### config.mk
export PLATFORM = sky130hd
export DESIGN_NAME = sidechain_audio_ducker_flat
export DESIGN_NICKNAME = d
export VERILOG_FILES = /design/src/hw/rtl/sdk_pkg.sv /design/src/hw/rtl/sdk_if.sv /design/src/hw/rtl/sdk_lane.sv /design/src/hw/rtl/sdk_merge.sv /design/src/hw/rtl/sdk_ramp.sv /design/src/hw/rtl/sidechain_audio_ducker.sv /design/src/flat_wrapper.sv
export SDC_FILE = /design/constraint.sdc
export NUM_CORES = 2
export LEC_CHECK = 0
export BUFFER_PORTS_ARGS = -buffer_cell sky130_fd_sc_hd__buf_4
export CORE_MARGIN = 2
export CORE_UTILIZATION = 33
export CTS_CLUSTER_DIAMETER = 30
export DETAILED_ROUTE_END_ITERATION = 7
export PLACE_DENSITY = 0.57
export SYNTH_ARGS = -nofsm -noshare
export SYNTH_HDL_FRONTEND = slang
export SYNTH_SLANG_ARGS = --single-unit
### constraint.sdc
create_clock -name clk -period 14 [get_ports clk]
set_input_delay 0 -clock clk [delete_from_list [all_inputs] [get_ports clk]]
set_output_delay 0 -clock clk [all_outputs]
set_load 0.02 [all_outputs]
### src/hw/rtl/sdk_pkg.sv
// Shared types and constants of the sidechain audio ducker.
// No dependencies; every other file of the block uses this package.
package sdk_pkg;

	// Field widths fixed by the frame and result formats.
	localparam int SDK_SAMPLE_BITS   = 16;
	localparam int SDK_PEAK_BITS     = 16;
	localparam int SDK_DEPTH_BITS    = 17;
	localparam int SDK_STEP_BITS     = 25;
	localparam int SDK_LEVEL_BITS    = 25;
	localparam int SDK_GAIN_BITS     = 17;
	localparam int SDK_REDUCE_BITS   = 18;
	localparam int SDK_CFG_IDX_BITS  = 4;
	localparam int SDK_CFG_DATA_BITS = 25;
	localparam int SDK_MAX_LANES     = 2;

	typedef logic signed [SDK_SAMPLE_BITS-1:0] sample_t;
	typedef logic [SDK_PEAK_BITS-1:0]          peak_t;
	typedef logic [SDK_DEPTH_BITS-1:0]         depth_t;
	typedef logic [SDK_STEP_BITS-1:0]          step_val_t;
	typedef logic [SDK_LEVEL_BITS-1:0]         level_t;
	typedef logic [SDK_GAIN_BITS-1:0]          gain_t;
	typedef logic [SDK_CFG_IDX_BITS-1:0]       cfg_idx_t;
	typedef logic [SDK_CFG_DATA_BITS-1:0]      cfg_data_t;

	// Fixed-point unity values and the floor below which ducking is released.
	localparam level_t LEVEL_ONE    = 25'h100_0000;
	localparam gain_t  GAIN_ONE     = 17'h1_0000;
	localparam depth_t DEPTH_ONE    = 17'h1_0000;
	localparam level_t ACTIVE_FLOOR = 25'd16778;

	// Configuration register indexes.
	localparam cfg_idx_t CFG_THRESHOLD = 4'd0;
	localparam cfg_idx_t CFG_DEPTH     = 4'd1;
	localparam cfg_idx_t CFG_ATTACK    = 4'd2;
	localparam cfg_idx_t CFG_RELEASE   = 4'd3;

	// Register values after reset.
	localparam peak_t     RST_THRESHOLD = 16'd1036;
	localparam depth_t    RST_DEPTH     = 17'd32768;
	localparam step_val_t RST_ATTACK    = 25'd1271;
	localparam step_val_t RST_RELEASE   = 25'd763;

	// One-cycle strobes from the sequencer to the processing units.
	typedef struct packed {
		logic detect;
		logic ramp;
		logic reduce;
		logic gain;
	} sdk_step_t;

	// Outcome of the peak detection handed to the ramp unit.
	typedef struct packed {
		logic target;
		logic engage;
	} sdk_det_t;

endpackage

### src/hw/rtl/sdk_if.sv
// Valid/ready channel interfaces of the ducker: frame in, result out and register writes.
// Depends on sdk_pkg for the field types.
interface sdk_frame_if;
	logic             valid;
	logic             ready;
	sdk_pkg::sample_t narr_left;
	sdk_pkg::sample_t narr_right;
	sdk_pkg::sample_t music_left;
	sdk_pkg::sample_t music_right;
	logic             block_last;

	modport source (output valid, narr_left, narr_right, music_left, music_right, block_last,
		input ready);
	modport sink (input valid, narr_left, narr_right, music_left, music_right, block_last,
		output ready);
endinterface

interface sdk_result_if;
	logic             valid;
	logic             ready;
	sdk_pkg::sample_t out_left;
	sdk_pkg::sample_t out_right;
	sdk_pkg::level_t  level_now;
	sdk_pkg::gain_t   gain_now;
	logic             active_flag;

	modport source (output valid, out_left, out_right, level_now, gain_now, active_flag,
		input ready);
	modport sink (input valid, out_left, out_right, level_now, gain_now, active_flag,
		output ready);
endinterface

interface sdk_cfg_if;
	logic                 valid;
	logic                 ready;
	sdk_pkg::cfg_idx_t    index;
	sdk_pkg::cfg_data_t   data;

	modport source (output valid, index, data, input ready);
	modport sink (input valid, index, data, output ready);
endinterface

### src/hw/rtl/sdk_lane.sv
// One channel lane: holds the frame's samples, finds the narration magnitude
// and scales the music sample by the gain. Depends on sdk_pkg.
module sdk_lane (
	input  logic             clk,
	input  logic             load,
	input  sdk_pkg::sample_t narr_in,
	input  sdk_pkg::sample_t music_in,
	input  sdk_pkg::gain_t   gain,
	output sdk_pkg::peak_t   mag,
	output sdk_pkg::sample_t scaled
);
	import sdk_pkg::*;

	localparam int PROD_BITS = SDK_SAMPLE_BITS + SDK_GAIN_BITS;

	sample_t                    narr_q;
	sample_t                    music_q;
	logic [SDK_SAMPLE_BITS-1:0] narr_u;
	logic [SDK_SAMPLE_BITS-1:0] music_u;
	logic [SDK_SAMPLE_BITS-1:0] music_mag;
	logic [PROD_BITS-1:0]       prod;
	logic [SDK_SAMPLE_BITS-1:0] prod_top;

	// Capture the samples of the accepted beat.
	always_ff @(posedge clk) begin
		if (load) begin
			narr_q  <= narr_in;
			music_q <= music_in;
		end
	end

	// Magnitudes; the most negative sample maps to its exact magnitude.
	assign narr_u    = narr_q;
	assign music_u   = music_q;
	assign mag       = narr_u[SDK_SAMPLE_BITS-1] ? (~narr_u + 1'b1) : narr_u;
	assign music_mag = music_u[SDK_SAMPLE_BITS-1] ? (~music_u + 1'b1) : music_u;

	// Scale the magnitude, then restore the sign: truncation toward zero.
	assign prod     = PROD_BITS'(music_mag) * PROD_BITS'(gain);
	assign prod_top = prod[SDK_GAIN_BITS - 1 + SDK_SAMPLE_BITS - 1 -: SDK_SAMPLE_BITS];
	assign scaled   = music_u[SDK_SAMPLE_BITS-1] ? sample_t'(~prod_top + 1'b1)
		: sample_t'(prod_top);

endmodule

### src/hw/rtl/sdk_merge.sv
// Merging stage: combines the lane magnitudes into the block peak and decides
// the duck target at the end of each analysis block. Depends on sdk_pkg.
module sdk_merge #(
	parameter int LANES = 2
) (
	input  logic              clk,
	input  logic              arst_n,
	input  logic              detect,
	input  logic              block_last,
	input  sdk_pkg::peak_t    threshold,
	input  sdk_pkg::peak_t    lane_mag [LANES],
	output sdk_pkg::sdk_det_t det
);
	import sdk_pkg::*;

	peak_t block_peak_q;
	logic  target_q;
	peak_t peak;
	logic  over;

	// Running peak over the stored block peak and every lane.
	always_comb begin
		peak = block_peak_q;
		for (int ln = 0; ln < LANES; ln++) begin
			if (lane_mag[ln] > peak) begin
				peak = lane_mag[ln];
			end
		end
	end

	// A peak equal to the threshold does not duck.
	assign over = peak > threshold;

	// Block peak updates once per frame; the target only on the last frame of a block.
	always_ff @(posedge clk or negedge arst_n) begin
		if (!arst_n) begin
			block_peak_q <= '0;
			target_q     <= 1'b0;
		end else if (detect) begin
			if (block_last) begin
				target_q     <= over;
				block_peak_q <= '0;
			end else begin
				block_peak_q <= peak;
			end
		end
	end

	assign det.target = target_q;
	assign det.engage = block_last && over;

endmodule

### src/hw/rtl/sdk_ramp.sv
// Duck level ramp and gain unit: steps the level toward the target, forms the
// gain from level and depth, and keeps the active flag. Depends on sdk_pkg.
module sdk_ramp (
	input  logic               clk,
	input  logic               arst_n,
	input  sdk_pkg::sdk_step_t step,
	input  sdk_pkg::sdk_det_t  det,
	input  sdk_pkg::step_val_t attack,
	input  sdk_pkg::step_val_t release_step,
	input  sdk_pkg::depth_t    depth,
	output sdk_pkg::level_t    level,
	output sdk_pkg::gain_t     gain,
	output logic               active
);
	import sdk_pkg::*;

	localparam int PROD_BITS = SDK_LEVEL_BITS + SDK_DEPTH_BITS;

	level_t                     level_q;
	logic                       active_q;
	logic [SDK_REDUCE_BITS-1:0] reduction_q;
	gain_t                      gain_q;
	level_t                     level_c;
	level_t                     level_next;
	logic [SDK_LEVEL_BITS:0]    level_sum;
	depth_t                     depth_c;
	logic [PROD_BITS-1:0]       prod;

	// Linear step toward the target, clamped at the target.
	always_comb begin
		level_c   = (level_q > LEVEL_ONE) ? LEVEL_ONE : level_q;
		level_sum = {1'b0, level_c} + {1'b0, attack};
		if (det.target) begin
			if (level_c < LEVEL_ONE) begin
				level_next = (level_sum > {1'b0, LEVEL_ONE}) ? LEVEL_ONE
					: level_sum[SDK_LEVEL_BITS-1:0];
			end else begin
				level_next = level_c;
			end
		end else begin
			level_next = (level_c > release_step) ? (level_c - release_step) : '0;
		end
	end

	// Reduction is level times depth, floored to Q2.16.
	assign depth_c = (depth > DEPTH_ONE) ? DEPTH_ONE : depth;
	assign prod    = PROD_BITS'(level_q) * PROD_BITS'(depth_c);

	// Level, active flag, reduction and gain, each on its own strobe.
	always_ff @(posedge clk or negedge arst_n) begin
		if (!arst_n) begin
			level_q  <= '0;
			active_q <= 1'b0;
		end else begin
			if (step.detect && det.engage) begin
				active_q <= 1'b1;
			end
			if (step.ramp) begin
				level_q <= level_next;
				if (level_next < ACTIVE_FLOOR && !det.target) begin
					active_q <= 1'b0;
				end
			end
		end
	end

	always_ff @(posedge clk) begin
		if (step.reduce) begin
			reduction_q <= prod[PROD_BITS-1 -: SDK_REDUCE_BITS];
		end
		if (step.gain) begin
			gain_q <= (reduction_q >= SDK_REDUCE_BITS'(GAIN_ONE)) ? '0
				: GAIN_ONE - SDK_GAIN_BITS'(reduction_q);
		end
	end

	assign level  = level_q;
	assign gain   = gain_q;
	assign active = active_q;

endmodule

### src/hw/rtl/sidechain_audio_ducker.sv
// Sidechain audio ducker. Takes one stereo frame (narration and music samples)
// per beat and returns one result beat holding the ducked music samples, the
// duck level, the applied gain and the active flag. A frame passes from acceptance
// to the result register through the five-step sequencer (detect, ramp, reduce,
// gain, scale), which serves one frame at a time and holds in scale while the
// result register is still full and not taken. A new frame is taken in the cycle
// after the previous one has reached the result register. Registers are written
// through the cfg channel, which is always ready, and should be changed only
// while no frame is in work.
module sidechain_audio_ducker #(
	parameter int CHANNELS = 2
) (
	input  logic  clk,
	input  logic  arst_n,
	sdk_frame_if.sink   samples,
	sdk_result_if.source ducked,
	sdk_cfg_if.sink     cfg
);
	import sdk_pkg::*;

	localparam int LANES = (CHANNELS >= 2) ? 2 : 1;

	localparam logic [2:0] ST_IDLE   = 3'd0;
	localparam logic [2:0] ST_DETECT = 3'd1;
	localparam logic [2:0] ST_RAMP   = 3'd2;
	localparam logic [2:0] ST_REDUCE = 3'd3;
	localparam logic [2:0] ST_GAIN   = 3'd4;
	localparam logic [2:0] ST_SCALE  = 3'd5;

	logic [2:0] state_q;
	logic       block_last_q;
	peak_t      threshold_q;
	depth_t     depth_q;
	step_val_t  attack_q;
	step_val_t  release_q;
	logic       accept;
	logic       out_free;
	logic       out_load;
	sdk_step_t  step;
	sdk_det_t   det;
	level_t     level;
	gain_t      gain;
	logic       active;
	peak_t      lane_mag [LANES];
	sample_t    lane_out [SDK_MAX_LANES];

	logic       out_valid_q;
	sample_t    out_left_q;
	sample_t    out_right_q;
	level_t     level_now_q;
	gain_t      gain_now_q;
	logic       active_q;

	// Configuration writes.
	assign cfg.ready = 1'b1;

	always_ff @(posedge clk or negedge arst_n) begin
		if (!arst_n) begin
			threshold_q <= RST_THRESHOLD;
			depth_q     <= RST_DEPTH;
			attack_q    <= RST_ATTACK;
			release_q   <= RST_RELEASE;
		end else if (cfg.valid) begin
			case (cfg.index)
				CFG_THRESHOLD: threshold_q <= cfg.data[SDK_PEAK_BITS-1:0];
				CFG_DEPTH:     depth_q     <= cfg.data[SDK_DEPTH_BITS-1:0];
				CFG_ATTACK:    attack_q    <= cfg.data[SDK_STEP_BITS-1:0];
				CFG_RELEASE:   release_q   <= cfg.data[SDK_STEP_BITS-1:0];
				default: begin
				end
			endcase
		end
	end

	// Frame sequencer: one frame in work at a time.
	assign samples.ready = (state_q == ST_IDLE);
	assign accept        = samples.valid && samples.ready;
	assign out_free      = !out_valid_q || ducked.ready;
	assign out_load      = (state_q == ST_SCALE) && out_free;

	always_ff @(posedge clk or negedge arst_n) begin
		if (!arst_n) begin
			state_q <= ST_IDLE;
		end else begin
			case (state_q)
				ST_IDLE:   state_q <= accept ? ST_DETECT : ST_IDLE;
				ST_DETECT: state_q <= ST_RAMP;
				ST_RAMP:   state_q <= ST_REDUCE;
				ST_REDUCE: state_q <= ST_GAIN;
				ST_GAIN:   state_q <= ST_SCALE;
				ST_SCALE:  state_q <= out_free ? ST_IDLE : ST_SCALE;
				default:   state_q <= ST_IDLE;
			endcase
		end
	end

	always_ff @(posedge clk) begin
		if (accept) begin
			block_last_q <= samples.block_last;
		end
	end

	assign step.detect = (state_q == ST_DETECT);
	assign step.ramp   = (state_q == ST_RAMP);
	assign step.reduce = (state_q == ST_REDUCE);
	assign step.gain   = (state_q == ST_GAIN);

	// Channel lanes; a missing right channel yields a zero output.
	for (genvar ch = 0; ch < SDK_MAX_LANES; ch++) begin : g_lane
		if (ch < LANES) begin : g_on
			sdk_lane u_lane (
				.clk      (clk),
				.load     (accept),
				.narr_in  ((ch == 0) ? samples.narr_left : samples.narr_right),
				.music_in ((ch == 0) ? samples.music_left : samples.music_right),
				.gain     (gain),
				.mag      (lane_mag[ch]),
				.scaled   (lane_out[ch])
			);
		end else begin : g_off
			assign lane_out[ch] = '0;
		end
	end

	sdk_merge #(
		.LANES (LANES)
	) u_merge (
		.clk        (clk),
		.arst_n     (arst_n),
		.detect     (step.detect),
		.block_last (block_last_q),
		.threshold  (threshold_q),
		.lane_mag   (lane_mag),
		.det        (det)
	);

	sdk_ramp u_ramp (
		.clk          (clk),
		.arst_n       (arst_n),
		.step         (step),
		.det          (det),
		.attack       (attack_q),
		.release_step (release_q),
		.depth        (depth_q),
		.level        (level),
		.gain         (gain),
		.active       (active)
	);

	// Result register parts the sequencer from the result channel.
	always_ff @(posedge clk or negedge arst_n) begin
		if (!arst_n) begin
			out_valid_q <= 1'b0;
		end else if (out_load) begin
			out_valid_q <= 1'b1;
		end else if (ducked.ready) begin
			out_valid_q <= 1'b0;
		end
	end

	always_ff @(posedge clk) begin
		if (out_load) begin
			out_left_q  <= lane_out[0];
			out_right_q <= lane_out[1];
			level_now_q <= level;
			gain_now_q  <= gain;
			active_q    <= active;
		end
	end

	assign ducked.valid       = out_valid_q;
	assign ducked.out_left    = out_left_q;
	assign ducked.out_right   = out_right_q;
	assign ducked.level_now   = level_now_q;
	assign ducked.gain_now    = gain_now_q;
	assign ducked.active_flag = active_q;

endmodule

### src/flat_wrapper.sv
// flat-port wrapper written by rule: the top's interface ports become plain ports
module sidechain_audio_ducker_flat import sdk_pkg::*;
#(
	parameter int CHANNELS = 2
)
  (clk, arst_n, samples_valid, samples_narr_left, samples_narr_right, samples_music_left, samples_music_right, samples_block_last, samples_ready, ducked_valid, ducked_out_left, ducked_out_right, ducked_level_now, ducked_gain_now, ducked_active_flag, ducked_ready, cfg_valid, cfg_index, cfg_data, cfg_ready);
  sdk_frame_if samples_i ();
  sdk_result_if ducked_i ();
  sdk_cfg_if cfg_i ();
  input  logic clk;
  input  logic arst_n;
  input wire logic [$bits(samples_i.valid)-1:0] samples_valid;
  input wire logic [$bits(samples_i.narr_left)-1:0] samples_narr_left;
  input wire logic [$bits(samples_i.narr_right)-1:0] samples_narr_right;
  input wire logic [$bits(samples_i.music_left)-1:0] samples_music_left;
  input wire logic [$bits(samples_i.music_right)-1:0] samples_music_right;
  input wire logic [$bits(samples_i.block_last)-1:0] samples_block_last;
  output wire logic [$bits(samples_i.ready)-1:0] samples_ready;
  output wire logic [$bits(ducked_i.valid)-1:0] ducked_valid;
  output wire logic [$bits(ducked_i.out_left)-1:0] ducked_out_left;
  output wire logic [$bits(ducked_i.out_right)-1:0] ducked_out_right;
  output wire logic [$bits(ducked_i.level_now)-1:0] ducked_level_now;
  output wire logic [$bits(ducked_i.gain_now)-1:0] ducked_gain_now;
  output wire logic [$bits(ducked_i.active_flag)-1:0] ducked_active_flag;
  input wire logic [$bits(ducked_i.ready)-1:0] ducked_ready;
  input wire logic [$bits(cfg_i.valid)-1:0] cfg_valid;
  input wire logic [$bits(cfg_i.index)-1:0] cfg_index;
  input wire logic [$bits(cfg_i.data)-1:0] cfg_data;
  output wire logic [$bits(cfg_i.ready)-1:0] cfg_ready;
  assign samples_i.valid = samples_valid;
  assign samples_i.narr_left = samples_narr_left;
  assign samples_i.narr_right = samples_narr_right;
  assign samples_i.music_left = samples_music_left;
  assign samples_i.music_right = samples_music_right;
  assign samples_i.block_last = samples_block_last;
  assign samples_ready = samples_i.ready;
  assign ducked_valid = ducked_i.valid;
  assign ducked_out_left = ducked_i.out_left;
  assign ducked_out_right = ducked_i.out_right;
  assign ducked_level_now = ducked_i.level_now;
  assign ducked_gain_now = ducked_i.gain_now;
  assign ducked_active_flag = ducked_i.active_flag;
  assign ducked_i.ready = ducked_ready;
  assign cfg_i.valid = cfg_valid;
  assign cfg_i.index = cfg_index;
  assign cfg_i.data = cfg_data;
  assign cfg_ready = cfg_i.ready;
  sidechain_audio_ducker #(.CHANNELS(CHANNELS)) u_core (.clk(clk), .arst_n(arst_n), .samples(samples_i), .ducked(ducked_i), .cfg(cfg_i));
endmodule
==> impl_results.md <==
* Status: finished, final reports clean
* FF/Latch Area at 8533 um^2
* Most frequent cells in the layout: inv_1, nand2_1, fa_1
* Antenna cells at 0
* Fin util at 38.57%
* Reg clk slew, reported paths at 0.05 ns
* # DRC at 0
* Most used cell, CP: fa_1
* Startpoint types: register
* Critical Path RT at 14.37 ns
* ANT nets after route at 0
* Worst path max stage delay at 0.75 ns
* Hold Crit Class: in2reg
* Per-cell routed wire length at 17.75 um
* Main flop type after synthesis: edfxtp_1
* Die ar. at 147600 um^2
* Fin Clk Skew at 0.04868 ns
* Post-synth cell types at 100
* Syn avg cell area at 9.186 um^2
* Drt pass-1 iters at 6
* Post-Synth XOR/XNOR Area at 3.306%
* Tcrit/Tclk final at 68.08%
* GP Congestion at 0.8946
* Crit Path Class: reg2reg
* CTS tree: built
* Mux contribution to synthesized area at 2.479%
* Die Y-Extent at 384.2 um
* Fmax at 0.1049 GHz
* CP cell instances: or3_1, or4_1, or3_1, nor4_4, nand2_1, fa_1, fa_1, inv_1, fa_1, fa_1, fa_1, fa_1, ha_1, o21a_1, a211oi_1, or2b_1, o211ai_1, o211ai_1, nor4_1, nand4_4, a211oi_4, mux2i_1, nor4_1, o2111ai_1
* CP max stage cell: nor4_1
* WP buf/inv at 1
* Cell count after synthesis at 5192
* Hold Path Origin: samples_narr_right[5]
* Seq cells post-synth at 305
* Num CTS Buffers at 84
* Delay-heaviest family, CP: simple AND/OR/NAND/NOR gates
* Area of the multi-input gates at 34250 um^2
* Worst Max-Slew Pin Slew at 1.088 ns
* Hold WS at 0.05139 ns
* R2R Path End: u_core.ducked.out_right[15]
* Ratio of cells with drive above 1 in the final layout at 10.13%
* Die Wd at 384.2 um
* Synth top area cells: fa_1, edfxtp_1, ha_1, inv_1, nand2_1
* Combinational family with the most area after synthesis: adder cells
* Row cnt at 139
* Via density at 4.876
* GR Overflow Total at 0
* Arrival time at the worst endpoint at 9.90 ns
* Post-synthesis adder-cell area fraction at 42.62%
* Nets at 6711
* Syn Nets at 6462
* Max_cap viols at 0
* Sequential share of the synthesized area at 17.89%
* Final Hold Fails at 0
* Post-Syn Area at 47690 um^2
* Endpoints failing setup at 0
* CP Max Fanout at 18
* Initial Util at 33.24%
* # fillers at 14410
* Clock sink count at 305
* Reg2Reg Depth at 24
* Clk_lat worst skew at 0.66 ns
* Cts repair resizes at 0
* Warnings from Yosys at 0
* Via count at 36140
* Pin count of the biggest net entering global routing at 63
* Worst R2R Setup Slack at 4.47 ns
* First-pass GRT wire length at 212900 um
* CP Capture Type: register
* Post-DP HPWL at 97280 um
* Synthesis-to-layout area growth at 16.03%
* Vias in the first global route at 38300
* Commonest non-fill, non-tap cell in the layout: inv_1
* Reg2Reg Launch Point: u_core.g_lane[1].g_on.u_lane.music_q[0]
* Final Max Slew Viols at 0
* Asr flop ratio synth at 42.62%
* Number of flops mapped to enable cells by yosys at 175
* I/O Pins at 177
* Post-synthesis compound-gate area fraction at 7.485%
* Min Tclk post-route at 9.532 ns
* Clk buf depth at 3
* H-tree depth at 3
* Root Buffer: clkbuf_16
* Post-CTS Setup Bufs at 0
* Simple-Gate Fraction of Synth Area at 15.73%
* Total track usage at 18.34%
* Sum Neg Setup Slack at 0 ns
* Detailed Route Iter0 Violations at 2257
* IO Port Bufs at 175
* Worst slew margin at 25.62%
* WL final at 131600 um
* CP Launch Point: u_core.g_lane[1].g_on.u_lane.music_q[0]
* Core footprint at 143500 um^2
* Hold Path Cell Cnt at 2
* Area leader, netlist: fa_1
* RSZ-0062 raised after global routing: false
* Synth top area share at 31.73%
* Hold endpoint: u_core.g_lane[1].g_on.u_lane.narr_q[5]
* Initial antenna violation count at 2
==> final cells by class <==
type                       count  share of cell area, %
timing repair buffer         394                  5.931
multi-input combinational   3574                  61.90
sequential                   305                  15.42
inverter                    1082                  7.339
clock inverter                51                  1.047
clock buffer                 104                  4.065
tap                         1903                  4.303
==> metal layers <==
| metal | track usage (%) | share of wire (%) | vias up |
|---|---|---|---|
| li1 | - | - | 16720 |
| met1 | 24.07 | 43 | 18250 |
| met2 | 31.44 | 49 | 979 |
| met3 | 2.513 | 5.3 | 193 |
| met4 | 5.178 | 2.6 | 2 |
| met5 | 0 | 0.0099 | - |
==> what timing repair did <==
action,CTS,global route
hold endpoints to repair,249,0
setup endpoints to repair,0,0
hold buffers,121,0
==> synthesized netlist by cell type (14+ instances only) <==
| cell | number |
|---|---|
| a211oi_1 | 15 |
| a21o_1 | 49 |
| a21oi_1 | 121 |
| a31o_2 | 17 |
| a31oi_1 | 14 |
| and2_1 | 282 |
| clkbuf_1 | 215 |
| dfrtp_1 | 110 |
| dfstp_2 | 20 |
| edfxtp_1 | 175 |
| fa_1 | 756 |
| ha_1 | 415 |
| inv_1 | 1081 |
| mux2_2 | 70 |
| mux2i_1 | 38 |
| nand2_1 | 833 |
| nand2b_1 | 29 |
| nand3_1 | 34 |
| nand4_1 | 31 |
| nor2_1 | 151 |
| nor2b_1 | 51 |
| nor3_1 | 46 |
| nor4_1 | 26 |
| o21a_1 | 32 |
| o21ai_0 | 116 |
| o21bai_1 | 17 |
| o31ai_1 | 21 |
| o41ai_1 | 17 |
| or3_1 | 26 |
| xnor2_1 | 119 |
| xor2_1 | 61 |
==> sequential cells by signal, indices dropped and copies added, names as in the netlist, 16 cells and up <==
register	count
u_core.u_ramp.reduction_q	18
u_core.ducked.out_left	16
u_core.g_lane.g_on.u_lane.narr_q	32
u_core.u_ramp.level	25
u_core.ducked.gain_now	17
u_core.u_merge.block_peak_q	16
u_core.depth_q	17
u_core.u_ramp.gain	17
u_core.release_q	25
u_core.ducked.level_now	25
u_core.ducked.out_right	16
u_core.threshold_q	16
u_core.attack_q	25
u_core.g_lane.g_on.u_lane.music_q	32
==> worst max-delay path by stage <==
stage / to / depth (start not counted)
after CTS: u_core.ducked.out_right[15] / 24
after global routing: u_core.ducked.out_right[15] / 27
after floorplan: u_core.ducked.out_right[15] / 27
after global placement: u_core.ducked.out_right[15] / 27
after detailed placement: u_core.ducked.out_right[15] / 24
final: u_core.ducked.out_right[15] / 24
==> logic make-up after synthesis <==
group | Yosys count
simple gates | 1585
flops | 305
buf+inv | 1313
fa+ha+maj | 1171
xor+xnor | 180
other cells | 1
compound gates | 528
mux | 109
==> per-stage QoR <==
| step | setup slack, ns | cell area [um^2] | std cells |
|---|---|---|---|
| final | 4.468 | 55340 | 7413 |
| after global routing | 3.795 | 55340 | 7413 |
| after global placement | 4.496 | 51280 | 7137 |
| after CTS | 4.438 | 55340 | 7413 |
| after detailed placement | 4.429 | 51280 | 7137 |
| after floorplan | 5.089 | 47690 | 5192 |
Power is not shown: default switching activity piles up to over one toggle a cycle in this logic, so the estimate is an artifact.
